<file path="config.mk">
export PLATFORM = sky130hd
export DESIGN_NAME = mms_div
export DESIGN_NICKNAME = d
export VERILOG_FILES = /design/src/design/mms_pkg.sv /design/src/design/mms_div.sv
export SDC_FILE = /design/constraint.sdc
export NUM_CORES = 1
export LEC_CHECK = 0
export BUFFER_PORTS_ARGS = -buffer_cell sky130_fd_sc_hd__buf_2
export CAP_MARGIN = 25
export CORE_ASPECT_RATIO = 2
export CORE_MARGIN = 4
export CORE_UTILIZATION = 30
export CTS_BUF_LIST = sky130_fd_sc_hd__clkbuf_8
export CTS_CLUSTER_SIZE = 30
export DETAILED_ROUTE_END_ITERATION = 16
export PLACE_DENSITY_LB_ADDON = 0.05
export SKIP_CTS_REPAIR_TIMING = 1
export SLEW_MARGIN = 10
export SYNTH_ARGS = -nofsm -noshare
export SYNTH_HDL_FRONTEND = slang
export SYNTH_SLANG_ARGS = --single-unit
</file>
<file path="constraint.sdc">
create_clock -name clk -period 2.85 [get_ports clk]
set_input_delay 0.285 -clock clk [delete_from_list [all_inputs] [get_ports clk]]
set_output_delay 0.285 -clock clk [all_outputs]
set_load 0.01 [all_outputs]
</file>
<file path="src/design/mms_pkg.sv">
// ----------------------------------------------------------------------------
// mms_pkg: shared types and constants for the modulation matrix smoother
// Frame word layout, divider request/response, fixed-point constants and
// the 2^(-2^-k) factor table used by the exp2 iteration.
// ----------------------------------------------------------------------------
package mms_pkg;

	localparam int NUM_REGS  = 8;
	localparam int IDX_W     = 3;
	localparam int ROUTE_W   = 63;
	localparam int SRC_N     = 8;
	localparam int SRC_W     = 16;
	localparam int DT_W      = 24;
	localparam int TDATA_W   = SRC_N * SRC_W + DT_W;
	localparam int RCNT_W    = 4;
	localparam int DIV_NW    = 56;
	localparam int DIV_DW    = 24;

	localparam int ROUTES_DEF       = 8;
	localparam int DESTINATIONS_DEF = 8;
	localparam int SOURCES_DEF      = 8;

	localparam logic [30:0] Q30_ONE   = 31'h4000_0000;
	localparam logic [30:0] LOG2E_Q30 = 31'd1549082005;

	typedef struct packed {
		logic [SRC_N-1:0][SRC_W-1:0] src;
		logic [DT_W-1:0]             dt;
		logic                        dt_zero;
	} frame_t;

	typedef struct packed {
		logic              start;
		logic [DIV_NW-1:0] numer;
		logic [DIV_DW-1:0] denom;
	} div_req_t;

	typedef struct packed {
		logic              done;
		logic [DIV_NW-1:0] quot;
	} div_rsp_t;

	typedef logic [30:0][30:0] pow_tbl_t;

	function automatic logic [63:0] isqrt64(input logic [63:0] val);
		logic [63:0] v;
		logic [63:0] r;
		logic [63:0] b;
		v = val;
		r = '0;
		b = 64'd1 << 62;
		for (int i = 0; i < 32; i++) begin
			if (v >= r + b) begin
				v = v - (r + b);
				r = (r >> 1) + b;
			end else begin
				r = r >> 1;
			end
			b = b >> 2;
		end
		return r;
	endfunction

	// entry k (k >= 1) holds 2^(-2^-k) in Q30, built by repeated floor square roots; entry 0 holds 1.0
	function automatic pow_tbl_t build_pow_tbl();
		pow_tbl_t    t;
		logic [63:0] prev;
		t[0] = Q30_ONE;
		prev = isqrt64(64'd1 << 59);
		t[1] = prev[30:0];
		for (int k = 2; k <= 30; k++) begin
			prev = isqrt64(prev << 30);
			t[k] = prev[30:0];
		end
		return t;
	endfunction

	localparam pow_tbl_t POW_TBL = build_pow_tbl();

endpackage

</file>
<file path="src/design/mms_div.sv">
// ----------------------------------------------------------------------------
// mms_div: iterative unsigned divider
// Restoring division, one quotient bit per cycle, done pulses after the
// last bit.
// ----------------------------------------------------------------------------
module mms_div import mms_pkg::*; (
	input  logic     clk,
	input  logic     arst_n,
	input  div_req_t req,
	output div_rsp_t rsp
);

	logic [DIV_DW-1:0] rem_q;
	logic [DIV_NW-1:0] quo_q;
	logic [DIV_DW-1:0] den_q;
	logic [5:0]        cnt_q;
	logic              busy_q;
	logic              done_q;
	logic [DIV_DW:0]   rem_sh;
	logic              fits;

	assign rem_sh   = {rem_q, quo_q[DIV_NW-1]};
	assign fits     = (rem_sh >= {1'b0, den_q});
	assign rsp.done = done_q;
	assign rsp.quot = quo_q;

	always_ff @(posedge clk) begin
		if (req.start) begin
			rem_q <= '0;
			quo_q <= req.numer;
			den_q <= req.denom;
		end else if (busy_q) begin
			rem_q <= fits ? DIV_DW'(rem_sh - {1'b0, den_q}) : rem_sh[DIV_DW-1:0];
			quo_q <= {quo_q[DIV_NW-2:0], fits};
		end
	end

	always_ff @(posedge clk or negedge arst_n) begin
		if (!arst_n) begin
			busy_q <= 1'b0;
			done_q <= 1'b0;
			cnt_q  <= '0;
		end else begin
			done_q <= 1'b0;
			if (req.start) begin
				busy_q <= 1'b1;
				cnt_q  <= '0;
			end else if (busy_q) begin
				cnt_q <= cnt_q + 6'd1;
				if (cnt_q == 6'(DIV_NW - 1)) begin
					busy_q <= 1'b0;
					done_q <= 1'b1;
				end
			end
		end
	end

	a_no_restart: assert property (@(posedge clk) disable iff (!arst_n)
		req.start |-> !busy_q)
		else $error("divider started while busy");

endmodule

</file>
== After elaboration in Yosys (flattened, before gate mapping) ==
Cells that the tools add are included.
Storage, ports and cells
  bits in registers: 112
  latch bits: 0
  memory bits (writable): 0
  bits in read-only memories: 0
  bits of input ports: 83
  output and inout bits: 57
  memories kept: 0
Cells by class
  add/sub/neg operators: 2
  multiply operators: 0
  div/mod/pow operators: 0
  magnitude comparators: 1
  equal/unequal tests: 1
  shift-type cells: 0
  mux-type cells: 11
  bitwise logic cells: 0
  reduce and logical (&&, ||, !) cells: 1
Operators with widths (number)
  $mux W56: 2
  $ge A25 B24 Y1: 1
  $mux W24: 1
  $sub A24 B24 Y24: 1
  $mux W6: 2
  $add A6 B1 Y6 const B: 1
  $eq A6 B6 Y1 const B: 1
  $mux W1: 6
  $reduce_bool A2 Y1: 1

== Longest topological paths before layout ==
  depth after elaboration: 4
  depth in mapped cells: 11
  depth with buffers taken out: 10

== Least setup slack after synthesis ==
OpenSTA, ideal clock, no wires.
  kind: register -> register
  from: register den_q[6]
  to: register quo_q[0] (data pin)
  library setup time: 0.260 ns
  arrival time: 2.237 ns
  path slack: 0.353 ns
  cell stages (with the launch flop): 11
  path buffers: 2
  period minus slack after synthesis: 2.497 ns
  cells stage by stage: edfxtp_1 inv_1 ha_1 buf_2 a2111o_1 o211ai_2 a2111o_1 a21bo_1 buf_6 nand2_1 mux2_2
On the way
  word-level cells in the longest chain between the ends: 3
RTL lines
  from (decl): RTL line mms_div.sv:15  | logic [DIV_DW-1:0] den_q;
  from (signal assigned): RTL line mms_div.sv:31  | den_q <= req.denom;
  $ge A25 B24 Y1: RTL line mms_div.sv:23  | assign fits = (rem_sh >= {1'b0, den_q});
  $mux W56: RTL line mms_div.sv:32  | end else if (busy_q) begin
  $mux W56: RTL line mms_div.sv:28  | if (req.start) begin
  to (signal assigned): RTL line mms_div.sv:30  | quo_q <= req.numer;
  to (signal assigned): RTL line mms_div.sv:34  | quo_q <= {quo_q[DIV_NW-2:0], fits};
  to (decl): RTL line mms_div.sv:14  | logic [DIV_NW-1:0] quo_q;
No other way between the ends. The select of a mux whose other input is x is not followed.
A chain may end at the register's enable or synchronous reset.

== Worst setup path in the final report ==
  from: register quo_q[55]
  to: register rem_q[0]
On the way
  word-level cells in the longest chain between the ends: 2
  elaborated cells between the ends (all ways): 3
RTL lines
  $sub A24 B24 Y24 or $ge A25 B24 Y1 (tied branches): RTL line mms_div.sv:33, mms_div.sv:23
  $mux W24 (*): RTL line mms_div.sv:33  | rem_q <= fits ? DIV_DW'(rem_sh - {1'b0, den_q}) : rem_sh[DIV_DW-1:0];
  to (signal assigned): RTL line mms_div.sv:33
  to (decl): RTL line mms_div.sv:13  | logic [DIV_DW-1:0] rem_q;
Every way passes the cells marked *; elsewhere a longest branch is shown, timed or not.

==> results.yml <==
floorplanning:
  dieArea_um2: 23000
  fp.coreArea_um2: 20000
  row_count: 73
  fp.dieW_um: 109
  start_util_pct: 30.7
  die_h_um: 210
  io_pins: 140
worst_setup_path:
  critPathArrivalTime_ps: 3000
  slowest_stage: "a2111o_1"
  path_common_cell: "buf_4"
  required_ps: 3170
  worstSetupPathType: "reg2reg"
  r2r_start: "quo_q[55]$_DFFE_PP_"
  rr_worst_depth: 11
  reg2reg_slack_ps: 170
  path_cells: "inv_1 -> ha_1 -> nor2b_1 -> o31a_2 -> o211ai_2 -> a2111o_1 -> buf_4 -> a21bo_1 -> buf_4 -> a21o_1 -> a311oi_2"
  path_max_fanout: 10
  rr_endpoint: "rem_q[0]$_SDFFE_PP0P_"
  cpPeakStageDelay_ps: 440
  worstSetupStartpointType: "flip-flop"
  endpoint_kind: "flip-flop"
logic_synthesis:
  syn_nets: 665
  ys.flop_type: "edfxtp_1"
  synthCells: 556
  yosys.area.top_type_share_pct: 39.1
  synth_warnings: 0
  synthArstFlopShare_pct: 7.14
  synth_edf_count: 80
  seq_area_frac_synth_pct: 50.2
  ys_top_cells_by_area: "edfxtp_1 (39%), mux2_2 (10%), dfxtp_1 (7.8%)"
  synth_area_per_cell_um2: 11.0
  syn_area_um2: 6140
  ys_seq_elements: 112
  synth.largest_area_cell: "edfxtp_1"
  post_synth_num_cell_types: 65
placed_design:
  gp_congestion: 0.875
  port_buffers: 139
  dpl.hpwl_um: 14100
  dpl.cell_count: 966
  post-place-ws_ps: -146
min_path:
  hold_path_depth: 1
  hp-class: "in2reg"
  min_from: "req[12]"
  worstHoldEndpoint: "den_q[12]$_DFFE_PP_"
timing:
  maxSlewHeadroom_pct: 66.1
  skew_ps: 9.50
  setup_violations: 0
  post-route-min-period_ps: 2680
  hold_ws_ps: 48.9
  worst_slack_ps: 169
  max_freq_mhz: 373
  tightest_slew_ps: 506
  finalHoldViolations: 0
  maxSlewViolCount: 0
  finalCritPeriodShare_pct: 94.1
  fin_tns_setup_ps: 0
drt:
  num_vias: 5030
  routed.top_layer: "met4"
  drc_errors: 0
  drtIter0Drc: 212
  vias_per_cell: 5.10
  wl_met3_um: 982
  antenna_left: 0
  wirelength_um: 18500
  wl_per_cell_um: 18.8
  wl_met1_um: 6660
  dr.pass1.iters: 4
  route.met2.wl_um: 10300
final_layout:
  fin_nets: 829
  stdcell_count: 987
  drive_gt1_share_pct: 37.2
  fillers: 2019
  n_antenna_cell: 0
  area_growth_syn_to_layout_pct: 25.1
  utilization_pct: 38.4
pwr:
  power.ir.vdd_worst_v: 0.000384
  power_density_nw_per_um2: 762
  leakagePower_uw: 0.00330
cts:
  clock-root-buffer: "clkbuf_8"
  cts_tree: "yes"
  insertion_delay_ps: 400
  numCtsBuffers: 9
  htreeDepth: 3
  path_clk_slew_ps: 120
  clock_sinks: 112
  clock_path_buffers: 2
global_routing:
  grt_pass1_wl_um: 28800
  grt_use_total_pct: 16.5
  grt_max_degree: 49
  antenna_found_initial: 0
  grt_pass1_vias: 5425
  grt-ovfl-total: 0
job:
  cap_violations: 0
run_status:
  outcome: "complete, no violations"
[worst max path at each step]
stage | end | slack [ps] | startpoint | cells after the start
after floorplan | quo_q[0]$_DFFE_PP_ | 350 | den_q[6]$_DFFE_PP_ | 10
after global placement | rem_q[23]$_SDFFE_PP0P_ | -130 | den_q[6]$_DFFE_PP_ | 9
after detailed placement | rem_q[23]$_SDFFE_PP0P_ | -150 | den_q[6]$_DFFE_PP_ | 9
after CTS | rem_q[23]$_SDFFE_PP0P_ | -200 | den_q[6]$_DFFE_PP_ | 9
after global routing | rem_q[0]$_SDFFE_PP0P_ | -10 | quo_q[55]$_DFFE_PP_ | 11
final | rem_q[0]$_SDFFE_PP0P_ | 170 | quo_q[55]$_DFFE_PP_ | 11
[critical path: cells and delay by family, from the launching register on]
family / cells / cell delay, ps
adder cells (fa/ha/maj): 1 / 220
AND/OR/NAND/NOR: 1 / 170
flip-flops: 1 / 400
AO/OA/AOI/OAI: 6 / 1380
buffers and inverters: 3 / 410
[logic make-up after synthesis]
kind of cell / after synthesis / synth area share, %
muxes: 58 / 10.6
and+or+nand+nor: 147 / 11.5
AOI/OAI and AO/OA: 133 / 15.8
adders and majority gates: 26 / 5.42
xor gates and xnor gates: 15 / 2.14
DFF: 112 / 50.2
buffers and inverters: 65 / 4.32
[state kept, by name (all words and copies together) (netlist names)]
register / flops
rem_q: 24
done_q: 1
busy_q: 1
quo_q: 56
den_q: 24
cnt_q: 6
[stage by stage]
| step | instance area, µm² | power (µW) |
|---|---|---|
| 6_report | 7690 | 5860 |
| 5_1_grt | 7690 | 6260 |
| 4_1_cts | 7610 | 5900 |
| 3_5_place_dp | 7400 | 4830 |
| 3_3_place_gp | 7400 | 4800 |
| 2_1_floorplan | 6140 | 3820 |
[report_power, final]
group	internal (µW)	leakage, µW	switching [µW]	total (µW)
logic	1170	0.00206	1450	2610
clock network	418	0.000104	618	1040
registers	2030	0.00113	183	2210
total	3610	0.00330	2250	5860
[Yosys cell counts (all sizes together) (9+ instances only)]
cell type  instances
a311oi            17
inv               32
clkbuf            20
o21a               9
nor2              43
o21ai             27
a21oi             20
nor3              10
mux2              56
buf               13
nand2             30
ha                25
nand3             24
edfxtp            80
dfxtp             24
[routing by layer]
metal	track usage, %	vias to the layer above
li1	-	2436
met1	16.8	2414
met2	30.9	154
met3	3.83	26
met4	7.53	0
met5	0	-
[placed cells by master (no fill, tap or decap), types with 9 or more instances in the layout]
cell type / synthesis / layout
edfxtp_1: 80 / 80
nor2_1: 43 / 43
ha_1: 25 / 25
nand2_1: 30 / 29
dfxtp_1: 24 / 24
mux2_2: 56 / 56
o21ai_0: 26 / 25
nor3_1: 10 / 10
inv_1: 32 / 31
nand3_1: 24 / 24
o21a_1: 9 / 9
clkbuf_8: 0 / 9
a21oi_1: 20 / 20
buf_2: 7 / 138
a311oi_1: 16 / 16
buf_4: 1 / 42
[cell type report]
| type | instances | area [µm²] | share of cell area [%] |
|---|---|---|---|
| Clock inverter | 7 | 81.3 | 1.06 |
| Inverter | 32 | 120 | 1.56 |
| Clock buffer | 9 | 124 | 1.61 |
| Multi-Input combinational cell | 379 | 2830 | 36.9 |
| Timing Repair Buffer | 186 | 1120 | 14.5 |
| Sequential cell | 112 | 3080 | 40.1 |
| Tap cell | 262 | 328 | 4.27 |
(Power assumes the default switching activity.)
