<file path="src/design/mms_pkg.sv">
// ----------------------------------------------------------------------------
// mms_pkg: shared types and constants for the modulation matrix smoother
// Frame word layout, divider request/response, fixed-point constants and
// the 2^(-2^-k) factor table used by the exp2 iteration.
// ----------------------------------------------------------------------------
package mms_pkg;

	localparam int NUM_REGS  = 8;
	localparam int IDX_W     = 3;
	localparam int ROUTE_W   = 63;
	localparam int SRC_N     = 8;
	localparam int SRC_W     = 16;
	localparam int DT_W      = 24;
	localparam int TDATA_W   = SRC_N * SRC_W + DT_W;
	localparam int RCNT_W    = 4;
	localparam int DIV_NW    = 56;
	localparam int DIV_DW    = 24;

	localparam int ROUTES_DEF       = 8;
	localparam int DESTINATIONS_DEF = 8;
	localparam int SOURCES_DEF      = 8;

	localparam logic [30:0] Q30_ONE   = 31'h4000_0000;
	localparam logic [30:0] LOG2E_Q30 = 31'd1549082005;

	typedef struct packed {
		logic [SRC_N-1:0][SRC_W-1:0] src;
		logic [DT_W-1:0]             dt;
		logic                        dt_zero;
	} frame_t;

	typedef struct packed {
		logic              start;
		logic [DIV_NW-1:0] numer;
		logic [DIV_DW-1:0] denom;
	} div_req_t;

	typedef struct packed {
		logic              done;
		logic [DIV_NW-1:0] quot;
	} div_rsp_t;

	typedef logic [30:0][30:0] pow_tbl_t;

	function automatic logic [63:0] isqrt64(input logic [63:0] val);
		logic [63:0] v;
		logic [63:0] r;
		logic [63:0] b;
		v = val;
		r = '0;
		b = 64'd1 << 62;
		for (int i = 0; i < 32; i++) begin
			if (v >= r + b) begin
				v = v - (r + b);
				r = (r >> 1) + b;
			end else begin
				r = r >> 1;
			end
			b = b >> 2;
		end
		return r;
	endfunction

	// entry k (k >= 1) holds 2^(-2^-k) in Q30, built by repeated floor square roots; entry 0 holds 1.0
	function automatic pow_tbl_t build_pow_tbl();
		pow_tbl_t    t;
		logic [63:0] prev;
		t[0] = Q30_ONE;
		prev = isqrt64(64'd1 << 59);
		t[1] = prev[30:0];
		for (int k = 2; k <= 30; k++) begin
			prev = isqrt64(prev << 30);
			t[k] = prev[30:0];
		end
		return t;
	endfunction

	localparam pow_tbl_t POW_TBL = build_pow_tbl();

endpackage

</file>
<file path="src/design/mms_front.sv">
// ----------------------------------------------------------------------------
// mms_front: input side of the smoother
// Accepts frame words, unpacks and tags them, and queues them (two deep)
// for the engine.
// ----------------------------------------------------------------------------
module mms_front import mms_pkg::*; (
	input  logic               clk,
	input  logic               arst_n,
	input  logic               s_tvalid,
	output logic               s_tready,
	input  logic [TDATA_W-1:0] s_tdata,
	output frame_t             frm,
	output logic               frm_valid,
	input  logic               frm_ready
);

	frame_t     mem_q [2];
	logic       wr_ptr_q;
	logic       rd_ptr_q;
	logic [1:0] count_q;
	frame_t     incoming;
	logic       push;
	logic       pop;

	always_comb begin
		for (int i = 0; i < SRC_N; i++) begin
			incoming.src[i] = s_tdata[SRC_W*i +: SRC_W];
		end
		incoming.dt      = s_tdata[TDATA_W-1 -: DT_W];
		incoming.dt_zero = (incoming.dt == '0);
	end

	assign s_tready  = (count_q != 2'd2);
	assign frm_valid = (count_q != 2'd0);
	assign frm       = mem_q[rd_ptr_q];
	assign push      = s_tvalid && s_tready;
	assign pop       = frm_valid && frm_ready;

	always_ff @(posedge clk) begin
		if (push) begin
			mem_q[wr_ptr_q] <= incoming;
		end
	end

	always_ff @(posedge clk or negedge arst_n) begin
		if (!arst_n) begin
			wr_ptr_q <= 1'b0;
			rd_ptr_q <= 1'b0;
			count_q  <= 2'd0;
		end else begin
			if (push) wr_ptr_q <= ~wr_ptr_q;
			if (pop) rd_ptr_q <= ~rd_ptr_q;
			case ({push, pop})
				2'b10:   count_q <= count_q + 2'd1;
				2'b01:   count_q <= count_q - 2'd1;
				default: count_q <= count_q;
			endcase
		end
	end

	a_count_max: assert property (@(posedge clk) disable iff (!arst_n)
		count_q != 2'd3)
		else $error("frame queue count overflow");

endmodule

</file>
<file path="config.mk">
export PLATFORM = sky130hd
export DESIGN_NAME = mms_front
export DESIGN_NICKNAME = d
export VERILOG_FILES = /design/src/design/mms_pkg.sv /design/src/design/mms_front.sv
export SDC_FILE = /design/constraint.sdc
export NUM_CORES = 1
export LEC_CHECK = 0
export ABC_AREA = 1
export BUFFER_PORTS_ARGS = -buffer_cell sky130_fd_sc_hd__buf_2
export CELL_PAD_IN_SITES_DETAIL_PLACEMENT = 0
export CELL_PAD_IN_SITES_GLOBAL_PLACEMENT = 1
export CORE_ASPECT_RATIO = 1.5
export CORE_MARGIN = 5
export CORE_UTILIZATION = 35
export DETAILED_ROUTE_END_ITERATION = 12
export PLACE_DENSITY = 0.66
export SYNTH_ARGS = -nofsm -noshare
export SYNTH_HDL_FRONTEND = slang
export SYNTH_SLANG_ARGS = --single-unit
</file>
<file path="constraint.sdc">
create_clock -name clk -period 18.9 [get_ports clk]
set_clock_uncertainty 0.1 [all_clocks]
set_input_delay 3.78 -clock clk [delete_from_list [all_inputs] [get_ports clk]]
set_output_delay 3.78 -clock clk [all_outputs]
set_load 0.05 [all_outputs]
</file>
Word-level counts from Yosys, hierarchy flattened
Memory sizes are Yosys's and may differ from the RTL's.
Cells that the tools add are included.
{"block": "word_totals", "regBits": 4, "mem_bits_rw": 306, "inputBits": 156, "output_inout_bits": 155, "word_cells": 19, "n_memories": 1}
{"block": "op_classes", "addsub": 2, "eq_ne": 3, "mux": 3, "bitwise_logic": 2, "reduce_logical": 5}
{"name": "mem_q", "words": 2, "width": 153, "read_ports": 1, "rd_clocked_by_memory_dff": 0, "wr": 1, "line": "mms_front.sv:17", "text": "frame_t mem_q [2];"}
{"operator": "logical NOT 24 bit", "n": 1}
{"operator": "case mux 2 bit (2 select lines)", "n": 1}
{"operator": "nonzero test 2 bit", "n": 2}
{"operator": "adder 2 x 1 -> 2 bit, second input constant", "n": 1}
{"operator": "equality test 2 x 1 -> 1 bit, second input constant", "n": 1}
{"operator": "equality test 2 bit, second input constant", "n": 1}
{"operator": "logical AND 1 bit", "n": 2}
{"operator": "two-way mux 1 bit", "n": 2}
{"operator": "inequality test 2 bit, second input constant", "n": 1}
{"operator": "NOT 1 bit", "n": 2}
{"operator": "subtractor 2 x 1 -> 2 bit, second input constant", "n": 1}

Longest topological paths before layout
Gate-level depths: netlist of the first run.
{"block": "logic_depth", "depth_word": 4, "mapped_depth": 9, "depth_no_buf": 9}

Worst setup path after synthesis of the first run
OpenSTA, ideal clock, no wires.
{"block": "synth_timing", "kind": "input to register", "from": "input port s_tvalid", "to": "memory mem_q[1][0] (netlist bit) (enable)", "setup_ns": 0.670, "arrival_ns": 10.272, "t_required_ns": 18.130, "path_slack_ns": 7.858, "stages": 2, "path_buffers": 0, "cell_sequence": "nand2_1 > nor2_1"}
{"block": "synth_between", "elab_chain_cells": 3}
{"item": "start, declared", "line": "mms_front.sv:9", "text": "input logic s_tvalid,"}
{"item": "logical AND 1 bit", "line": "mms_front.sv:36", "text": "assign push = s_tvalid && s_tready;"}
{"item": "two-way mux 1 bit", "line": "mms_front.sv:40", "text": "if (push) begin"}
{"item": "two-way mux 1 bit (not written as such)", "line": "mms_front.sv:41", "text": "mem_q[wr_ptr_q] <= incoming;"}
{"item": "end, declared", "line": "mms_front.sv:17"}
No other way between the ends.

==> results.sh, run 1 <==
export IMPL_critPathCapture="frm[2]"
export IMPL_ir_worst_vdd_mv=0.100
export IMPL_dpl_hpwl_mm=18.2
export IMPL_die_area_mm2=0.0364
export IMPL_static_leakage_power_nw=6.08
export IMPL_num_cts_buffers=30
export IMPL_ys_seq_area_share_pct=81.3
export IMPL_hold_violations=0
export IMPL_rsz0062_at_grt="no"
export IMPL_ys_types=16
export IMPL_multiInputGateArea_mm2=0.00190
export IMPL_fp_dieW_um=157
export IMPL_ctsHoldBuffers=0
export IMPL_cts_root_to_sink_buffers=3
export IMPL_number_of_buffers_inserted_to_repair_setup_after_cts=0
export IMPL_filler_cell_count=3061
export IMPL_r2r_start="count_q[0]"
export IMPL_synth_net_count=1002
export IMPL_tritoncts="built"
export IMPL_postSynthCellCount=845
export IMPL_initial_utilization_pct=35.2
export IMPL_reg2reg_depth=6
export IMPL_worst_setup_path_end_kind="primary output"
export IMPL_slew_headroom_pct=28.1
export IMPL_timing_max_cap_violations=0
export IMPL_layout_drive_gt1_share_pct=30.6
export IMPL_preCtsSetupSlack_ns=11.91
export IMPL_sink_count=310
export IMPL_vias_per_cell=4.40
export IMPL_die_h_um=231
export IMPL_detailedRoute_firstIterationViolations=295
export IMPL_crit_fanout=79
export IMPL_firstDrtPassIters=6
export IMPL_number_of_rows_created_at_floorplan=81
export IMPL_rr_endpoint="mem_q[0][71]"
export IMPL_regToRegSetupSlack_ns=16.25
export IMPL_start_kind="register"
export IMPL_drc=0
export IMPL_fmaxAchievable_mhz=133
export IMPL_grt_ovfl_total=0
export IMPL_initial_antenna_violation_count=10
export IMPL_grt_use_total_pct=14.6
export IMPL_clkLatencyLatePin_ns=0.55
export IMPL_pin_count=311
export IMPL_layout_cells_most_common="sky130_fd_sc_hd__nand2_1"
export IMPL_number_of_levels_in_the_clock_h_tree=1
export IMPL_coreArea_mm2=0.0324
export IMPL_postCtsResizedCells=0
export IMPL_grt_pass1_vias=7108
export IMPL_period_needed_ns=7.49
export IMPL_detail_route_wl_per_cell_um=17.3
export IMPL_worstMarginPinSlew_ns=1.08
export IMPL_routed_via_count=7056
export IMPL_areaGrowthSynthToFinish_pct=25.2
export IMPL_fin_crit_sh_pct=39.6
export IMPL_critical_path_required_ns=15.02
export IMPL_num_nets_final=1319
export IMPL_layout_cells_most_common_list="sky130_fd_sc_hd__nand2_1 (470), sky130_fd_sc_hd__buf_2 (310), sky130_fd_sc_hd__edfxtp_1 (306)"
export IMPL_timing_final_ws_setup_ns=11.41
export IMPL_gpl_final_weighted_congestion=0.789
export IMPL_synth_cell_area_mm2=0.0114
export IMPL_final_setup_tns_ns=0
export IMPL_worstSetupPathType="register to primary output"
export IMPL_finalWirelength_mm=27.8
export IMPL_synth_ff_latch_count=310
export IMPL_layout_area_seq_mm2=0.00929
export IMPL_min_delay_path_class="register to register"
export IMPL_setup_worst_path_start="rd_ptr_q"
export IMPL_clock_tree_root_cell="sky130_fd_sc_hd__clkbuf_16"
export IMPL_worst_hold_slack_ns=0.403
export IMPL_powerDensity_mw_per_mm2=196
export IMPL_clk_pin_slew_worst_paths_ns=0.06
export IMPL_route_antenna_remaining_nets=0
export IMPL_timing_final_setup_violations=0
export IMPL_global_route_wire_length_before_repair_mm=40.5
export IMPL_largest_net_degree_at_the_start_of_global_routing=82
export IMPL_timing_max_transition_violations_final=0
export IMPL_synth_warning_count=0
export IMPL_portBuffers=310
export IMPL_critPathArrivalTime_ns=3.61
export IMPL_run_status="complete, no violations"
export IMPL_avgSynthCellArea_um2=13.5
-- synth_stat cells --
cell type | number | area share [%]
sky130_fd_sc_hd__a21oi_1 | 1 | 0.044
sky130_fd_sc_hd__buf_2 | 22 | 0.96
sky130_fd_sc_hd__buf_4 | 3 | 0.20
sky130_fd_sc_hd__buf_6 | 7 | 0.69
sky130_fd_sc_hd__clkbuf_1 | 1 | 0.033
sky130_fd_sc_hd__dfrtp_1 | 4 | 0.88
sky130_fd_sc_hd__edfxtp_1 | 306 | 80
sky130_fd_sc_hd__ha_1 | 1 | 0.11
sky130_fd_sc_hd__inv_1 | 6 | 0.20
sky130_fd_sc_hd__inv_4 | 1 | 0.055
sky130_fd_sc_hd__nand2_1 | 470 | 15
sky130_fd_sc_hd__nand3_1 | 1 | 0.044
sky130_fd_sc_hd__nand4_1 | 1 | 0.055
sky130_fd_sc_hd__nor2_1 | 18 | 0.59
sky130_fd_sc_hd__xnor2_1 | 1 | 0.077
sky130_fd_sc_hd__xor2_1 | 2 | 0.15
-- worst min path at each step --
| stage | startpoint | end | slack [ns] | cells after the start |
|---|---|---|---|---|
| 2_1_floorplan | count_q[0] | count_q[0] | 0.37 | 1 |
| 3_3_place_gp | count_q[0] | count_q[0] | 0.38 | 1 |
| 3_5_place_dp | count_q[0] | count_q[0] | 0.39 | 1 |
| 4_1_cts | count_q[0] | count_q[0] | 0.41 | 1 |
| 5_1_grt | count_q[0] | count_q[0] | 0.41 | 1 |
| 6_report | count_q[0] | count_q[0] | 0.40 | 1 |
-- cell families (layout without fill, tap and decap cells) --
logic type | Yosys count | after routing | synth area share, %
fa+ha+maj | 1 | 1 | 0.110
xor+xnor | 3 | 3 | 0.230
compound gates | 1 | 1 | 0.0438
other cells | 0 | 6 | 0
flops | 310 | 310 | 81.3
buf+inv | 40 | 377 | 2.14
simple gates | 490 | 490 | 16.1
-- metal layers --
layer	track usage, %	part of all wire [%]
met2	27.2	55
met4	5.76	2.9
met5	0	0.18
met3	3.53	6.0
met1	15.5	36
-- layout make-up --
class	count	share of cell area [%]
Timing Repair Buffer	318	11.3
Inverter	7	0.201
Antenna cell	6	0.105
Multi-Input combinational cell	495	13.3
Sequential cell	310	65.0
Clock buffer	38	5.61
Clock inverter	14	0.867
Tap cell	415	3.63
-- sequential cells by signal, summed over array words and instances (netlist names) --
name / count
wr_ptr_q: 1
count_q: 2
mem_q: 306
rd_ptr_q: 1
-- power breakdown --
part	switching (mW)	internal, mW
registers	0.0578	0.938
logic	1.01	0.221
clock network	0.244	0.325
-- per-stage QoR --
step	cell area (um2)	utilization, %	instances	power, mW
2_1_floorplan	11400	-	845	1.98
3_3_place_gp	13400	41.2	1545	2.26
3_5_place_dp	13400	41.2	1545	2.27
4_1_cts	14300	44.0	1597	2.85
5_1_grt	14300	44.1	1603	2.94
6_report	14300	44.1	1603	2.80
-- worst max-delay path: stages (launching register included) --
cell	delay, ns
sky130_fd_sc_hd__dfrtp_4	0.79
sky130_fd_sc_hd__inv_4	0.76
sky130_fd_sc_hd__buf_4	0.81
sky130_fd_sc_hd__nand2_1	0.11
sky130_fd_sc_hd__nand2_1	0.16
sky130_fd_sc_hd__buf_2	0.29
Power figures use the tool's default switching activity.
==> inputs of run 2 (changes only) <==
--- a/config.mk
+++ b/config.mk
@@ -13,7 +13,7 @@
 export CORE_MARGIN = 5
 export CORE_UTILIZATION = 35
 export DETAILED_ROUTE_END_ITERATION = 12
-export PLACE_DENSITY = 0.66
+export PLACE_DENSITY = 0.68
 export SYNTH_ARGS = -nofsm -noshare
 export SYNTH_HDL_FRONTEND = slang
 export SYNTH_SLANG_ARGS = --single-unit
==> constraint.sdc (replaced) <==
create_clock -name clk -period 6.45 [get_ports clk]
set_clock_uncertainty 0.1 [all_clocks]
set_input_delay 1.29 -clock clk [delete_from_list [all_inputs] [get_ports clk]]
set_output_delay 1.29 -clock clk [all_outputs]
set_load 0.05 [all_outputs]
==> run 2 against run 1 <==
Effect of this change: non-clock buffer count increased by 3; critical path type unchanged; via count increased by 0.27%; combinational power increased to 2.9 times the previous value; worst setup slack got worse by 9.3 ns; critical endpoint is now frm[108]; global-route usage about the same; design area increased by 0.17%; register-to-register slack got worse by 12 ns; sequential share of layout area decreased by 0.11 points; routed wire length decreased by 1.3%; largest cell class unchanged; largest power group unchanged.
==> results.sh, run 2 (synthesis results as in run 1) <==
export IMPL_critical_path_n_buffers_inverters=3
export IMPL_critPathArrivalTime_ns=2.93
export IMPL_pin_count=311
export IMPL_timing_final_ws_setup_ns=2.13
export IMPL_largest_register_ffs=306
export IMPL_period_needed_ns=4.32
export IMPL_timing_final_setup_violations=0
export IMPL_fin_crit_sh_pct=67.0
export IMPL_areaGrowthSynthToFinish_pct=25.4
export IMPL_crit_chain="inv_4, buf_4, nand2_1, nand2_1, buf_2"
export IMPL_drc=0
export IMPL_worstMarginPinSlew_ns=0.874
export IMPL_clkLatencyLatePin_ns=0.56
export IMPL_global_route_wire_length_before_repair_mm=40.1
export IMPL_clk_pin_slew_worst_paths_ns=0.07
export IMPL_die_area_mm2=0.0364
export IMPL_critical_path_required_ns=5.06
export IMPL_fmaxAchievable_mhz=232
export IMPL_switching_pwr_mw=3.82
export IMPL_largest_net_degree_at_the_start_of_global_routing=71
export IMPL_slew_headroom_pct=41.7
export IMPL_die_h_um=231
export IMPL_number_of_buffers_inserted_to_repair_setup_after_cts=0
export IMPL_route_antenna_remaining_nets=0
export IMPL_initial_antenna_violation_count=8
export IMPL_grt_pass1_vias=6988
export IMPL_global_route_usage_met2_pct=28.0
export IMPL_finalWirelength_mm=27.4
export IMPL_routed_via_count=7075
export IMPL_crit_fanout=70
export IMPL_timing_max_transition_violations_final=0
export IMPL_top_registers="mem_q: 306 flops, count_q: 2 flops"
export IMPL_preCtsSetupSlack_ns=2.64
export IMPL_largest_register="mem_q"
export IMPL_gpl_final_weighted_congestion=0.775
export IMPL_worstSetupPathType="register to primary output"
export IMPL_cp_slowest_stage_delay_ns=0.70
export IMPL_cpLargestDelayFamily="buffers and inverters"
export IMPL_static_leakage_power_nw=6.10
export IMPL_hold_violations=0
export IMPL_post_layout_total_power_mw=8.18
export IMPL_rsz0062_at_grt="no"
export IMPL_fp_dieW_um=157
export IMPL_tritoncts="built"
export IMPL_share_clk_of_total_power_pct=20.4
export IMPL_coreArea_mm2=0.0324
export IMPL_number_of_levels_in_the_clock_h_tree=1
export IMPL_worst_setup_path_end_kind="primary output"
export IMPL_start_kind="register"
export IMPL_grt_ovfl_total=0
export IMPL_gr_usage_met1_pct=15.2
export IMPL_ir_worst_vdd_mv=0.358
export IMPL_ctsHoldBuffers=0
export IMPL_postCtsResizedCells=0
export IMPL_final_setup_tns_ns=0
export IMPL_power_frac_seq_pct=35.4
export IMPL_detailedRoute_firstIterationViolations=381
export IMPL_power_share_switching_pct=46.7
export IMPL_worst_path_most_repeated_cell="sky130_fd_sc_hd__nand2_1"
export IMPL_vias_per_cell=4.40
export IMPL_gr_usage_met3_pct=2.62
export IMPL_num_nets_final=1321
export IMPL_layout_cells_most_common="sky130_fd_sc_hd__nand2_1"
export IMPL_layout_cells_most_common_list="sky130_fd_sc_hd__nand2_1 (470), sky130_fd_sc_hd__buf_2 (310), sky130_fd_sc_hd__edfxtp_1 (306)"
export IMPL_powerDensity_mw_per_mm2=571
export IMPL_cts_root_to_sink_buffers=3
export IMPL_min_delay_path_class="register to register"
export IMPL_detail_route_wl_per_cell_um=17.0
export IMPL_run_status="complete, no violations"
export IMPL_dpl_hpwl_mm=18.3
export IMPL_layout_drive_gt1_share_pct=31.0
export IMPL_portBuffers=310
export IMPL_number_of_rows_created_at_floorplan=81
export IMPL_worst_path_max_delay_cell="sky130_fd_sc_hd__dfrtp_4"
export IMPL_grt_use_total_pct=14.6
export IMPL_clock_tree_root_cell="sky130_fd_sc_hd__clkbuf_16"
export IMPL_firstDrtPassIters=4
export IMPL_internal_power_mw=4.36
export IMPL_initial_utilization_pct=35.2
export IMPL_sink_count=310
export IMPL_timing_max_cap_violations=0
export IMPL_p_comb_share_pct=44.2
export IMPL_grt_busiest_layer="met2"
export IMPL_num_cts_buffers=29
==> run 2: changes by cell type in the layout (fill, tap and decap cells not counted) <==
cell	before	now
sky130_fd_sc_hd__bufinv_16	2	3
sky130_fd_sc_hd__clkinv_1	5	2
sky130_fd_sc_hd__buf_4	8	11
sky130_fd_sc_hd__clkinvlp_4	1	0
sky130_fd_sc_hd__diode_2	6	7
sky130_fd_sc_hd__clkinv_2	4	8
sky130_fd_sc_hd__clkbuf_1	7	8
sky130_fd_sc_hd__clkbuf_16	31	29
sky130_fd_sc_hd__clkbuf_8	0	1
==> run 2: final cells by class <==
class	instances	area (um2)
inverter	7	28.8
clock inverter	15	155
sequential	310	9290
antenna	7	17.5
tap	415	519
timing repair buffer	321	1630
clock buffer	38	769
multi-input combinational	495	1900
fill	3048	18100
==> run 2: worst register-to-register path, stage by stage (launching register included) <==
cell and delay, ns:
sky130_fd_sc_hd__dfrtp_1 0.37, sky130_fd_sc_hd__inv_1 0.08, sky130_fd_sc_hd__nand2_1 0.10, sky130_fd_sc_hd__nand2_1 0.17, sky130_fd_sc_hd__nor2_4 0.16, sky130_fd_sc_hd__buf_4 0.69
==> run 2: per-stage QoR <==
step | cells | hold slack, ns | utilization, % | area (um2)
after floorplan | 845 | 0.367 | - | 11400
after global placement | 1548 | 0.385 | 41.2 | 13400
after detailed placement | 1548 | 0.384 | 41.2 | 13400
after CTS | 1601 | 0.392 | 44.1 | 14300
after global routing | 1607 | 0.400 | 44.1 | 14300
final | 1608 | 0.393 | 44.2 | 14300
==> run 2: power groups by stage <==
stage	Clock, mW	Combinational (mW)	Sequential [mW]
6_report	1.67	3.62	2.89
5_1_grt	1.80	3.86	2.93
4_1_cts	1.72	3.70	2.90
3_5_place_dp	0	3.69	2.94
3_3_place_gp	0	3.69	2.93
2_1_floorplan	0	2.81	2.93
==> run 2: worst paths after layout <==
path | slack (ns) | endpoint | from | cells past startpoint
worst max-delay path | 2.13 | frm[108] | rd_ptr_q | 5
worst min-delay path | 0.39 | count_q[0] | count_q[0] | 1
worst max register to register | 4.36 | mem_q[0][100] | count_q[0] | 5
worst min register to register | 0.39 | count_q[0] | count_q[0] | 1
max in group asynchronous | 5.66 | rd_ptr_q | arst_n | 1
min in group asynchronous | 0.43 | count_q[0] | arst_n | 1
==> run 2: metal layers <==
layer / wire length [um] / part of all wire (%)
met2: 15600 / 57
met3: 1480 / 5.4
met5: 25 / 0.091
met4: 885 / 3.2
met1: 9440 / 34
